### config.mk
export PLATFORM = sky130hd
export DESIGN_NAME = ook_adaptive_slicer_threshold_core_flat
export DESIGN_NICKNAME = d
export VERILOG_FILES = /design/src/oast_pkg.sv /design/src/oast_req_if.sv /design/src/oast_rsp_if.sv /design/src/oast_update.sv /design/src/oast_thresh.sv /design/src/ook_adaptive_slicer_threshold_core.sv /design/src/flat_wrapper.sv
export VERILOG_INCLUDE_DIRS = /design/src /design/src/src
export SDC_FILE = /design/constraint.sdc
export NUM_CORES = 1
export LEC_CHECK = 0
export BUFFER_PORTS_ARGS = -buffer_cell sky130_fd_sc_hd__buf_2
export CORE_MARGIN = 2
export CORE_UTILIZATION = 45
export DETAILED_ROUTE_END_ITERATION = 8
export PLACE_DENSITY = 0.59
export SLEW_MARGIN = 25
export SYNTH_ARGS = -nofsm -noshare
export SYNTH_HDL_FRONTEND = slang
export SYNTH_SLANG_ARGS = --single-unit
### constraint.sdc
create_clock -name clock -period 13.5 [get_ports clock]
set_input_delay 1.35 -clock clock [delete_from_list [all_inputs] [get_ports clock]]
set_output_delay 1.35 -clock clock [all_outputs]
set_load 0.02 [all_outputs]
### src/assert_macros.svh
// Assertion macros shared by the slicer threshold RTL.
// No dependencies; included by the modules that carry assertions.
`ifndef ASSERT_MACROS_SVH
`define ASSERT_MACROS_SVH

// Clocked check, disabled while reset is high.
`define OAST_ASSERT(lbl, clk, rst, prop, msg) \
   lbl: assert property (@(posedge clk) disable iff (rst) prop) else $error(msg);

// Clocked check that also runs through reset.
`define OAST_ASSERT_ALWAYS(lbl, clk, prop, msg) \
   lbl: assert property (@(posedge clk) prop) else $error(msg);

`endif

### src/oast_pkg.sv
// Package for the OOK adaptive slicer threshold: widths, reset values,
// register indexes and the bound-pair type. No dependencies.
`timescale 1ns / 1ps

package oast_pkg;

   localparam int SAMPLE_BITS    = 16;
   localparam int BOUND_BITS     = 19;
   localparam int STEP_BITS      = 14;
   localparam int RANGE_BITS     = 15;
   localparam int OUT_BITS       = 17;
   localparam int CSR_DATA_BITS  = 15;
   localparam int CSR_INDEX_BITS = 1;

   localparam int WIDE_BITS = (SAMPLE_BITS > BOUND_BITS) ? SAMPLE_BITS : BOUND_BITS;
   localparam int WORK_BITS = WIDE_BITS + 3;
   localparam int TH_BITS   = BOUND_BITS + 2;

   localparam int OUT_MAX = 2 ** (OUT_BITS - 1) - 1;
   localparam int OUT_MIN = -(2 ** (OUT_BITS - 1));

   localparam logic [BOUND_BITS-1:0] LOW_RESET   = '1;
   localparam logic [BOUND_BITS-1:0] HIGH_RESET  = BOUND_BITS'(1);
   localparam logic [STEP_BITS-1:0]  STEP_RESET  = STEP_BITS'(1);
   localparam logic [RANGE_BITS-1:0] RANGE_RESET = RANGE_BITS'(3);

   typedef enum logic [CSR_INDEX_BITS-1:0] {
      CSR_BOUND_STEP   = 1'b0,
      CSR_SPREAD_FLOOR = 1'b1
   } csr_index_type;

   typedef struct packed {
      logic                  valid;
      logic [BOUND_BITS-1:0] low;
      logic [BOUND_BITS-1:0] high;
   } bounds_type;

endpackage

### src/oast_req_if.sv
// Sample channel: valid/ready plus one signed envelope sample per beat.
// Depends on oast_pkg.
`timescale 1ns / 1ps

interface oast_req_if;
   import oast_pkg::*;

   logic                          valid;
   logic                          ready;
   logic signed [SAMPLE_BITS-1:0] sample;

   modport source (output valid, output sample, input ready);
   modport sink   (input valid, input sample, output ready);
endinterface

### src/oast_rsp_if.sv
// Threshold channel: valid/ready plus the mid and low thresholds per beat.
// Depends on oast_pkg.
`timescale 1ns / 1ps

interface oast_rsp_if;
   import oast_pkg::*;

   logic                       valid;
   logic                       ready;
   logic signed [OUT_BITS-1:0] mid_threshold;
   logic signed [OUT_BITS-1:0] low_threshold;

   modport source (output valid, output mid_threshold, output low_threshold, input ready);
   modport sink   (input valid, input mid_threshold, input low_threshold, output ready);
endinterface

### src/oast_update.sv
// Input register and combinational peak/valley bound update.
// Depends on oast_pkg, oast_req_if and assert_macros.svh.
`timescale 1ns / 1ps
`include "assert_macros.svh"

module oast_update (
   input  logic                            clock,
   input  logic                            reset,
   oast_req_if.sink                        req,
   input  logic [oast_pkg::STEP_BITS-1:0]  bound_step,
   input  logic [oast_pkg::RANGE_BITS-1:0] spread_floor,
   output oast_pkg::bounds_type            pend,
   input  logic                            pend_ready
);
   import oast_pkg::*;

   logic                          in_valid_ff, in_valid_in;
   logic signed [SAMPLE_BITS-1:0] sample_ff;
   logic                          pend_valid_ff, pend_valid_in;
   logic [BOUND_BITS-1:0]         low_bound_ff, low_bound_in;
   logic [BOUND_BITS-1:0]         high_bound_ff, high_bound_in;

   logic pend_load;
   logic upd_fire;
   logic in_load;

   logic signed [WORK_BITS-1:0] s_w, lo0, hi0, lo1, hi1, lo2, hi2;
   logic signed [WORK_BITS-1:0] spread1, mid1, range_w, step_w;
   logic                        decay_en;

   assign pend_load = !pend_valid_ff || pend_ready;
   assign upd_fire  = in_valid_ff && pend_load;
   assign req.ready = !in_valid_ff || pend_load;
   assign in_load   = req.valid && req.ready;

   assign in_valid_in   = in_load || (in_valid_ff && !pend_load);
   assign pend_valid_in = upd_fire || (pend_valid_ff && !pend_ready);

   always_comb begin
      s_w     = {{(WORK_BITS-SAMPLE_BITS){sample_ff[SAMPLE_BITS-1]}}, sample_ff};
      lo0     = {{(WORK_BITS-BOUND_BITS){low_bound_ff[BOUND_BITS-1]}}, low_bound_ff};
      hi0     = {{(WORK_BITS-BOUND_BITS){high_bound_ff[BOUND_BITS-1]}}, high_bound_ff};
      range_w = $signed({{(WORK_BITS-RANGE_BITS){1'b0}}, spread_floor});
      step_w  = $signed({{(WORK_BITS-STEP_BITS){1'b0}}, bound_step});

      lo1 = (s_w < lo0) ? s_w : lo0;
      hi1 = (s_w > hi0) ? s_w : hi0;

      spread1  = hi1 - lo1;
      mid1     = lo1 + (spread1 >>> 1);
      decay_en = (hi1 > lo1) && (spread1 >= range_w);

      lo2 = lo1;
      hi2 = hi1;
      if (decay_en) begin
         if (s_w > mid1) begin
            hi2 = hi1 - step_w;
         end else begin
            lo2 = lo1 + step_w;
         end
         if (lo2 > hi2) begin
            hi2 = lo2 + range_w + step_w;
         end
      end

      low_bound_in  = upd_fire ? lo2[BOUND_BITS-1:0] : low_bound_ff;
      high_bound_in = upd_fire ? hi2[BOUND_BITS-1:0] : high_bound_ff;
   end

   always_ff @(posedge clock) begin
      if (reset) begin
         in_valid_ff   <= 1'b0;
         pend_valid_ff <= 1'b0;
         low_bound_ff  <= LOW_RESET;
         high_bound_ff <= HIGH_RESET;
      end else begin
         in_valid_ff   <= in_valid_in;
         pend_valid_ff <= pend_valid_in;
         low_bound_ff  <= low_bound_in;
         high_bound_ff <= high_bound_in;
      end
   end

   always_ff @(posedge clock) begin
      if (in_load) begin
         sample_ff <= req.sample;
      end
   end

   // bounds seen by the threshold stage are the state after the pending beat
   assign pend.valid = pend_valid_ff;
   assign pend.low   = low_bound_ff;
   assign pend.high  = high_bound_ff;

   `OAST_ASSERT_ALWAYS(a_bounds_reset, clock, reset |=> (low_bound_ff == LOW_RESET && high_bound_ff == HIGH_RESET), "bounds not restored by reset")
   `OAST_ASSERT(a_bounds_hold, clock, reset, !upd_fire |=> ($stable(low_bound_ff) && $stable(high_bound_ff)), "bounds moved without a sample")

endmodule

### src/oast_thresh.sv
// Threshold stage: midpoint and quarter point of the tracked bounds,
// saturated and held in the result register. Depends on oast_pkg,
// oast_rsp_if and assert_macros.svh.
`timescale 1ns / 1ps
`include "assert_macros.svh"

module oast_thresh (
   input  logic                 clock,
   input  logic                 reset,
   input  oast_pkg::bounds_type pend,
   output logic                 pend_ready,
   oast_rsp_if.source           rsp
);
   import oast_pkg::*;

   function automatic logic [OUT_BITS-1:0] sat_out(input logic signed [TH_BITS-1:0] x);
      logic [OUT_BITS-1:0] r;
      if (x > OUT_MAX) begin
         r = OUT_BITS'(OUT_MAX);
      end else if (x < OUT_MIN) begin
         r = OUT_BITS'(OUT_MIN);
      end else begin
         r = x[OUT_BITS-1:0];
      end
      return r;
   endfunction

   logic                rsp_valid_ff, rsp_valid_in;
   logic [OUT_BITS-1:0] rsp_mid_ff, rsp_low_ff;
   logic                rsp_load;

   logic signed [TH_BITS-1:0] lo_w, hi_w, spread, half, quarter;
   logic [1:0]                bias;

   assign rsp_load     = !rsp_valid_ff || rsp.ready;
   assign pend_ready   = rsp_load;
   assign rsp_valid_in = pend.valid || (rsp_valid_ff && !rsp.ready);

   // divisions truncate toward zero: bias negative spreads before the shift
   always_comb begin
      lo_w    = {{(TH_BITS-BOUND_BITS){pend.low[BOUND_BITS-1]}}, pend.low};
      hi_w    = {{(TH_BITS-BOUND_BITS){pend.high[BOUND_BITS-1]}}, pend.high};
      spread  = hi_w - lo_w;
      bias    = {2{spread[TH_BITS-1]}};
      half    = (spread + $signed({{(TH_BITS-1){1'b0}}, bias[0]})) >>> 1;
      quarter = (spread + $signed({{(TH_BITS-2){1'b0}}, bias})) >>> 2;
   end

   always_ff @(posedge clock) begin
      if (reset) begin
         rsp_valid_ff <= 1'b0;
      end else if (rsp_load) begin
         rsp_valid_ff <= rsp_valid_in;
      end
   end

   always_ff @(posedge clock) begin
      if (rsp_load && pend.valid) begin
         rsp_mid_ff <= sat_out(lo_w + half);
         rsp_low_ff <= sat_out(lo_w + quarter);
      end
   end

   assign rsp.valid         = rsp_valid_ff;
   assign rsp.mid_threshold = rsp_mid_ff;
   assign rsp.low_threshold = rsp_low_ff;

   `OAST_ASSERT(a_rsp_from_pend, clock, reset, $rose(rsp_valid_ff) |-> $past(pend.valid), "result appeared without pending bounds")
   `OAST_ASSERT(a_pend_taken, clock, reset, (pend.valid && rsp_load) |=> rsp_valid_ff, "pending bounds dropped")

endmodule

### src/ook_adaptive_slicer_threshold_core.sv
// Top level of the OOK adaptive slicer threshold: configuration registers,
// bound tracker and threshold stage. Depends on oast_pkg, oast_req_if,
// oast_rsp_if, oast_update and oast_thresh.
`timescale 1ns / 1ps

// Tracks the peak and valley of a signed envelope and returns, for each
// sample beat, the midpoint slicing threshold and a lower hysteresis
// threshold (valley plus a quarter of the spread), both saturated to 17 bits.
// One sample is taken every clock while the pipe is not stalled; the sample
// passes the input register, the bound registers and the result register
// in turn. The rate is set by the bound update, a compare/add/select loop
// on the stored bounds. Backpressure on the result side stalls the pipe one
// stage at a time. Write bound_step (index 0) and spread_floor (index 1)
// only while no beats are in flight; keep spread_floor above twice
// bound_step. Reset values: bounds -1/+1, bound_step 1, spread_floor 3.
module ook_adaptive_slicer_threshold_core (
   input  logic                                clock,
   input  logic                                reset,
   oast_req_if.sink                            req_bus,
   oast_rsp_if.source                          rsp_bus,
   input  logic                                csr_we,
   input  logic [oast_pkg::CSR_INDEX_BITS-1:0] csr_index,
   input  logic [oast_pkg::CSR_DATA_BITS-1:0]  csr_wdata
);
   import oast_pkg::*;

   logic [STEP_BITS-1:0]  bound_step_ff, bound_step_in;
   logic [RANGE_BITS-1:0] spread_floor_ff, spread_floor_in;
   bounds_type            pend;
   logic                  pend_ready;

   always_comb begin
      bound_step_in   = bound_step_ff;
      spread_floor_in = spread_floor_ff;
      if (csr_we) begin
         case (csr_index)
            CSR_BOUND_STEP:   bound_step_in   = csr_wdata[STEP_BITS-1:0];
            CSR_SPREAD_FLOOR: spread_floor_in = csr_wdata[RANGE_BITS-1:0];
            default: begin
            end
         endcase
      end
   end

   always_ff @(posedge clock) begin
      if (reset) begin
         bound_step_ff   <= STEP_RESET;
         spread_floor_ff <= RANGE_RESET;
      end else begin
         bound_step_ff   <= bound_step_in;
         spread_floor_ff <= spread_floor_in;
      end
   end

   oast_update u_update (
      .clock        (clock),
      .reset        (reset),
      .req          (req_bus),
      .bound_step   (bound_step_ff),
      .spread_floor (spread_floor_ff),
      .pend         (pend),
      .pend_ready   (pend_ready)
   );

   oast_thresh u_thresh (
      .clock      (clock),
      .reset      (reset),
      .pend       (pend),
      .pend_ready (pend_ready),
      .rsp        (rsp_bus)
   );

endmodule
### src/flat_wrapper.sv
// flat-port wrapper written by rule: the top's interface ports become plain ports
module ook_adaptive_slicer_threshold_core_flat import oast_pkg::*;
  (clock, reset, csr_we, csr_index, csr_wdata, req_bus_valid, req_bus_sample, req_bus_ready, rsp_bus_valid, rsp_bus_mid_threshold, rsp_bus_low_threshold, rsp_bus_ready);
  oast_req_if req_bus_i ();
  oast_rsp_if rsp_bus_i ();
  input  logic clock;
  input  logic reset;
  input  logic csr_we;
  input  logic [oast_pkg::CSR_INDEX_BITS-1:0] csr_index;
  input  logic [oast_pkg::CSR_DATA_BITS-1:0] csr_wdata;
  input wire logic [$bits(req_bus_i.valid)-1:0] req_bus_valid;
  input wire logic [$bits(req_bus_i.sample)-1:0] req_bus_sample;
  output wire logic [$bits(req_bus_i.ready)-1:0] req_bus_ready;
  output wire logic [$bits(rsp_bus_i.valid)-1:0] rsp_bus_valid;
  output wire logic [$bits(rsp_bus_i.mid_threshold)-1:0] rsp_bus_mid_threshold;
  output wire logic [$bits(rsp_bus_i.low_threshold)-1:0] rsp_bus_low_threshold;
  input wire logic [$bits(rsp_bus_i.ready)-1:0] rsp_bus_ready;
  assign req_bus_i.valid = req_bus_valid;
  assign req_bus_i.sample = req_bus_sample;
  assign req_bus_ready = req_bus_i.ready;
  assign rsp_bus_valid = rsp_bus_i.valid;
  assign rsp_bus_mid_threshold = rsp_bus_i.mid_threshold;
  assign rsp_bus_low_threshold = rsp_bus_i.low_threshold;
  assign rsp_bus_i.ready = rsp_bus_ready;
  ook_adaptive_slicer_threshold_core u_core (.clock(clock), .reset(reset), .req_bus(req_bus_i), .rsp_bus(rsp_bus_i), .csr_we(csr_we), .csr_index(csr_index), .csr_wdata(csr_wdata));
endmodule
==> out/qor.yml, run 1 <==
run:
  drv_cap: 0
floorplan:
  coreArea_mm2: 0.0343
  io_pins: 73
  rows: 68
  dieWidth_um: 190
  initial_core_util_pct: 45.3
  die_area_mm2: 0.0360
  die_h_um: 190
timing:
  rsz0062_at_grt: "no"
  period_needed_ns: 12.42
  relSlewSlack_pct: 34.8
  timing.fmax_ghz: 0.0805
  timing.setup.tns_ns: 0
  tightest_slew_ns: 0.976
  maxSlewViolCount: 0
  hold_viol: 0
  finalCritPeriodShare_pct: 92.0
  fin_skew_ns: 0.0146
  finalSetupViolations: 0
  fin_hold_ws_ns: 0.453
grt:
  grt_antenna_before_repair: 0
  use_met3_pct: 3.27
  grt_use_total_pct: 26.9
  grt_max_degree: 65
  grt_use_met1_pct: 34.3
  grt_overflow: 0
  grt_pass1_wl_um: 74900
  gr-usage-met2_pct: 46.5
  grt_pass1_vias: 14000
  busiest_layer: "met2"
synthesis:
  synth_top_cell_area_share_pct: 19.3
  synth_common_cells: "240 x ha_1, 188 x inv_1, 178 x nand2_1"
  synthAdderAreaFrac_pct: 22.2
  synthMuxAreaShare_pct: 2.99
  synthFlopType: "dfxtp_1"
  synth_most_common_cell: "ha_1"
  yosys.area.top_type: "ha_1"
  yosys_warnings: 0
  ys_seq_area_share_pct: 18.7
  synth_top_cells_by_area: "ha_1 19%, edfxtp_1 9.7%, dfxtp_1 9.0%"
  synth.avg_cell_area_um2: 7.97
  synth_xor_area_share_pct: 8.51
  synth-simple-area-share_pct: 17.6
  synth_cell_types: 72
  synth_top_family_by_area: "compound AO/OA/AOI/OAI gates"
  synth_compound_area_share_pct: 24.1
  synthArstFlopShare_pct: 0
  syn-cell-area_mm2: 0.0155
  synth_fp_nets: 2249
  synth_edf_count: 50
  synth_cells: 1950
  ys_seq_elements: 120
route:
  ant_nets: 0
  drtPass1Iterations: 5
  viasPerCell: 5.82
  drt_iter0_drc: 967
  avgRoutedWirePerCell_um: 19.3
  finalWirelength_um: 48200
  post-route-drc-count: 0
  num_vias: 14500
clocking:
  root_buffer: "clkbuf_16"
  h-tree-depth: 4
  clk_latency_ns: 0.46
  clk_pin_slew_ns: 0.07
  clock_path_buffers: 2
  cts_tree: "built"
  cts_sinks: 120
  cts-buffers-inserted: 17
  cts_hold_buf: 0
min_path:
  hp-class: "reg2reg"
worst_setup_path:
  start_kind: "flop"
  end_kind: "flop"
  cp.required_ns: 13.85
  critPathBufInv: 3
  crit_path_max_incr_delay_ns: 0.58
  critical_path.top_delay_family: "compound AO/OA/AOI/OAI gates"
  criticalPathCategory: "reg2reg"
  worst_path_most_repeated_cell: "o21ai_0"
  worst_path_max_delay_cell: "a2111oi_0"
  crit_fanout: 31
  crit_arrival_ns: 12.77
final_layout:
  nFillCells: 3377
  nets: 2324
  num_antenna_cells: 0
  area_delta_synth_final_pct: 10.1
  drive_above_1_share_pct: 8.83
place:
  hpwl_um: 39700
  gp_congestion: 0.931
  portBuffers: 72
run_status:
  outcome: "finished, final reports clean"
[cell families (layout without fill, tap and decap cells)]
kind of cell               count (synthesis)  in the layout
muxes                                     45             45
and+or+nand+nor                          561            561
adders and majority gates                262            262
DFF                                      120            120
AOI/OAI and AO/OA                        574            574
buffers and inverters                    237            325
xor gates and xnor gates                 151            151
[through the flow]
| step | utilization [%] | instance area, um2 | std cells | setup slack, ns |
|---|---|---|---|---|
| floorplan | - | 15500 | 1950 | 2.25 |
| global placement | 48.2 | 16500 | 2460 | 1.15 |
| detailed placement | 48.2 | 16500 | 2460 | 0.857 |
| CTS | 49.9 | 17100 | 2492 | 0.807 |
| global route | 49.9 | 17100 | 2493 | 0.0421 |
| finish | 49.9 | 17100 | 2493 | 1.08 |
[flip-flops by register name, summed over array words and instances, names as in the netlist]
| name | flops |
|---|---|
| u_core.spread_floor_ff | 15 |
| u_core.u_update.in_valid_ff | 1 |
| u_core.u_thresh.rsp.valid | 1 |
| u_core.bound_step_ff | 14 |
| u_core.u_thresh.rsp.low_threshold | 17 |
| u_core.u_update.high_bound_ff | 19 |
| u_core.u_thresh.rsp.mid_threshold | 17 |
| u_core.u_update.low_bound_ff | 19 |
| u_core.u_update.sample_ff | 16 |
| u_core.u_update.pend_valid_ff | 1 |
[per-layer routing]
layer / part of all wire, % / vias up
met3: 4.8 / 69
met4: 2.9 / 0
li1: - / 7221
met1: 45 / 6824
met5: 0 / -
met2: 47 / 397
[layout make-up]
cell class	instances	area, um2	share of cell area (%)
Clock buffer	18	450	2.63
Clock inverter	14	114	0.666
Inverter	188	706	4.12
Multi-Input combinational cell	1593	11700	68.7
Sequential cell	120	2900	17.0
Tap cell	455	569	3.33
Timing Repair Buffer	105	621	3.63
[worst register-to-register path: cells and delay by family, from the launching register on]
kind / cells / cell delay (ns)
AO/OA/AOI/OAI: 30 / 7.27
XOR/XNOR: 3 / 0.48
adder cells (fa/ha/maj): 6 / 2.11
buffers and inverters: 3 / 0.67
flip-flops: 1 / 0.47
multiplexers: 1 / 0.44
AND/OR/NAND/NOR: 6 / 0.89
[timing repair]
action / in CTS / in global routing
buffers inserted: 0 / 1
setup endpoints to repair: 0 / 5
resized for setup: 0 / 1
[final timing paths]
| check | startpoint | end | slack [ns] | depth (start not counted) |
|---|---|---|---|---|
| max | u_core.u_update.low_bound_ff[14]$_SDFFE_PP1P_ | u_core.u_update.high_bound_ff[18]$_SDFFE_PP0P_ | 1.08 | 49 |
| min | u_core.spread_floor_ff[11]$_SDFFE_PP0P_ | u_core.spread_floor_ff[11]$_SDFFE_PP0P_ | 0.45 | 2 |
| max reg2reg | u_core.u_update.low_bound_ff[14]$_SDFFE_PP1P_ | u_core.u_update.high_bound_ff[18]$_SDFFE_PP0P_ | 1.08 | 49 |
| min reg2reg | u_core.spread_floor_ff[11]$_SDFFE_PP0P_ | u_core.spread_floor_ff[11]$_SDFFE_PP0P_ | 0.45 | 2 |
[cells in the final DEF (no fill, tap or decap), types with 15 or more instances in the layout]
cell type  netlist  routed
inv_1          188     188
a21o_1          52      52
nand4_1         16      16
o211ai_1        34      34
mux2i_1         35      35
fa_1            22      22
xor2_1          52      52
o21ai_0        110     110
o21a_1          35      35
buf_2            6      72
ha_1           240     240
and3_1          24      24
nor2b_1         25      24
buf_4            0      32
nand2_1        178     178
edfxtp_1        50      50
clkbuf_16        0      18
a211oi_1        27      27
nor2_1         111     111
dfxtp_1         70      70
xnor2_1         99      99
nor3_1          44      44
nand2b_1        26      26
or3_1           18      18
nand3_1         57      57
a31oi_1         17      15
o31ai_1         16      16
a21oi_1        163     162
Power of run 1 is not shown: default switching activity piles up to over one toggle a cycle in this logic, so the estimate is an artifact.
==> run 2: changes to the inputs <==
- ABC_AREA: not set -> 1
- CORE_MARGIN: 2 -> 1.5
==> run 2 against run 1 <==
- non-clock buffer count down 26
- highest routed layer unchanged
- setup slack better by 0.95 ns
- flip-flop and latch count unchanged
==> out/qor.yml, run 2 <==
timing:
  finalCritPeriodShare_pct: 84.9  # -7.1 points
  maxSlewViolCount: 0  # unchanged
  hold_viol: 0  # unchanged
  timing.setup.tns_ns: 0  # unchanged
  fin_skew_ns: 0.0129  # -0.00172 ns
  finalSetupViolations: 0  # unchanged
  tightest_slew_ns: 0.941  # -0.0350 ns
  relSlewSlack_pct: 36.7  # +1.9 points
  timing.fmax_ghz: 0.0872  # +8.3%
  fin_ws_ns: 2.03  # +0.954 ns
  rsz0062_at_grt: "no"
  period_needed_ns: 11.47  # -0.954 ns
synthesis:
  synth_edf_count: 50  # unchanged
  synth_cells: 2353  # +21%
  synth.avg_cell_area_um2: 6.88  # -14%
  synth_cell_types: 67  # -6.9%
  synth_fp_nets: 2652  # +18%
  ys_seq_area_share_pct: 17.9  # -0.75 points
  ys_seq_elements: 120  # unchanged
  syn-cell-area_mm2: 0.0162  # +4.2%
  yosys_warnings: 0  # unchanged
  yosys.area.top_type: "ha_1"
  synthFlopType: "dfxtp_1"
  synth_top_cells_by_area: "ha_1 19%, nand2_1 12%, edfxtp_1 9.3%"
  synth_top_cell_area_share_pct: 18.5  # -0.78 points
  synth_common_cells: "537 x nand2_1, 338 x inv_1, 255 x a21oi_1"
  synth_most_common_cell: "nand2_1"
  synthArstFlopShare_pct: 0  # unchanged
clocking:
  post_cts_buffers: 0  # unchanged
  clock_path_buffers: 2  # unchanged
  post_cts_resized: 0  # unchanged
  cts_sinks: 120  # unchanged
  cts_tree: "built"
  root_buffer: "clkbuf_16"
  clk_pin_slew_ns: 0.07  # about the same
  cts-buffers-inserted: 17  # unchanged
  clk_latency_ns: 0.46  # about the same
  h-tree-depth: 4  # unchanged
  cts_hold_buf: 0  # unchanged
worst_setup_path:
  crit_fanout: 28  # -9.7%
  end_kind: "flop"
  cp.required_ns: 13.83  # -0.02 ns
  worst_path_most_repeated_cell: "nand2_1"
  start_kind: "flop"
  crit_arrival_ns: 11.79  # -0.98 ns
  worst_path_max_delay_cell: "nor2_2"
  crit_path_max_incr_delay_ns: 0.70  # +0.12 ns
  criticalPathCategory: "reg2reg"
min_path:
  hp-class: "reg2reg"
run_status:
  outcome: "finished, final reports clean"
final_layout:
  finalNonFillerCells: 2882  # +16%
  drive_above_1_share_pct: 9.13  # +0.30 points
  nFillCells: 3626  # +7.4%
  final_cell_mix: "537 x nand2_1, 338 x inv_1, 254 x a21oi_1"
  register_area_mm2: 0.00290  # unchanged
  top_regs: "u_core.u_update.high_bound_ff x19, u_core.u_update.low_bound_ff x19"
  final_common_cell: "nand2_1"
  nets: 2707  # +16%
  area_delta_synth_final_pct: 8.57
  fin_area_mm2: 0.0176  # +2.8%
  multiInputGateArea_mm2: 0.0118  # about the same
  num_antenna_cells: 0  # unchanged
route:
  finalWirelength_um: 54500  # +13%
  ant_nets: 0  # unchanged
  num_vias: 15700  # +8.0%
  avgRoutedWirePerCell_um: 18.9  # -2.3%
  viasPerCell: 5.44  # -6.6%
  drtPass1Iterations: 5  # unchanged
  drt_iter0_drc: 999  # +3.3%
  post-route-drc-count: 0  # unchanged
place:
  portBuffers: 72  # unchanged
  hpwl_um: 46100  # +16%
  gp_congestion: 0.995  # +6.9%
  place_area_mm2: 0.0170  # +2.6%
  dp.cells: 2849  # +16%
  post-place-ws_ns: 2.10  # +1.24 ns
floorplan:
  rows: 69  # +1.5%
  initial_core_util_pct: 45.6  # +0.31 points
  dieWidth_um: 193  # +1.5%
  io_pins: 73  # unchanged
  die_h_um: 193  # +1.5%
  die_area_mm2: 0.0371  # +3.0%
  coreArea_mm2: 0.0355  # +3.5%
grt:
  grt_overflow: 0  # unchanged
  grt_antenna_before_repair: 0  # unchanged
  grt_pass1_vias: 15300  # +9.1%
  grt_max_degree: 62  # -4.6%
  grt_use_total_pct: 30.2  # +3.4 points
  grt_pass1_wl_um: 84400  # +13%
run:
  drv_cap: 0  # unchanged
run 2: final cells by class:
| type | count | area share (%) |
|---|---|---|
| Tap cell | 461 | 3.28 |
| Clock inverter | 14 | 0.946 |
| Multi-Input combinational cell | 1839 | 66.9 |
| Timing Repair Buffer | 79 | 2.46 |
| Clock buffer | 18 | 2.44 |
| Sequential cell | 120 | 16.5 |
| Inverter | 351 | 7.51 |
run 2: final timing paths:
path,start,endpoint,slack [ns],cells after the start
worst min-delay path,u_core.u_update.in_valid_ff$_SDFF_PP0_,u_core.u_update.pend_valid_ff$_SDFF_PP0_,0.50,1
worst max register to register,u_core.u_update.sample_ff[15]$_DFFE_PP_,u_core.u_update.high_bound_ff[7]$_SDFFE_PP0P_,2.03,59
worst min register to register,u_core.u_update.in_valid_ff$_SDFF_PP0_,u_core.u_update.pend_valid_ff$_SDFF_PP0_,0.50,1
worst max-delay path,u_core.u_update.sample_ff[15]$_DFFE_PP_,u_core.u_update.high_bound_ff[7]$_SDFFE_PP0P_,2.03,59
run 2: per-stage QoR:
stage | hold WS, ns | utilization [%]
CTS | 0.500 | 49.5
global route | 0.533 | 49.6
detailed placement | 0.484 | 47.8
floorplan | 0.454 | -
finish | 0.496 | 49.6
global placement | 0.475 | 47.8
run 2: critical path, delay by kind of cell (launching register included):
family	cells	cell delay, ns
AND/OR/NAND/NOR	28	3.35
buffers and inverters	5	1.18
XOR/XNOR	2	0.42
AO/OA/AOI/OAI	18	3.35
adder cells (fa/ha/maj)	6	2.29
flip-flops	1	0.67
run 2: kinds of logic after synthesis:
logic type | after synthesis | synth area share, %
buffers and inverters | 394 | 9.56
XOR/XNOR | 140 | 7.78
AND/OR/NAND/NOR | 883 | 24.0
AO/OA/AOI/OAI | 554 | 19.5
adder cells (fa/ha/maj) | 262 | 21.3
flip-flops | 120 | 17.9
run 2: layer usage:
layer | routed length [um] | part of all wire (%) | GRT usage [%]
met1 | 23200 | 43 | 36.5
met3 | 2420 | 4.4 | 3.04
met2 | 26100 | 48 | 52.9
met5 | 0 | 0 | 0
met4 | 2670 | 4.9 | 15.7
Power of run 2 is left out for the same reason.
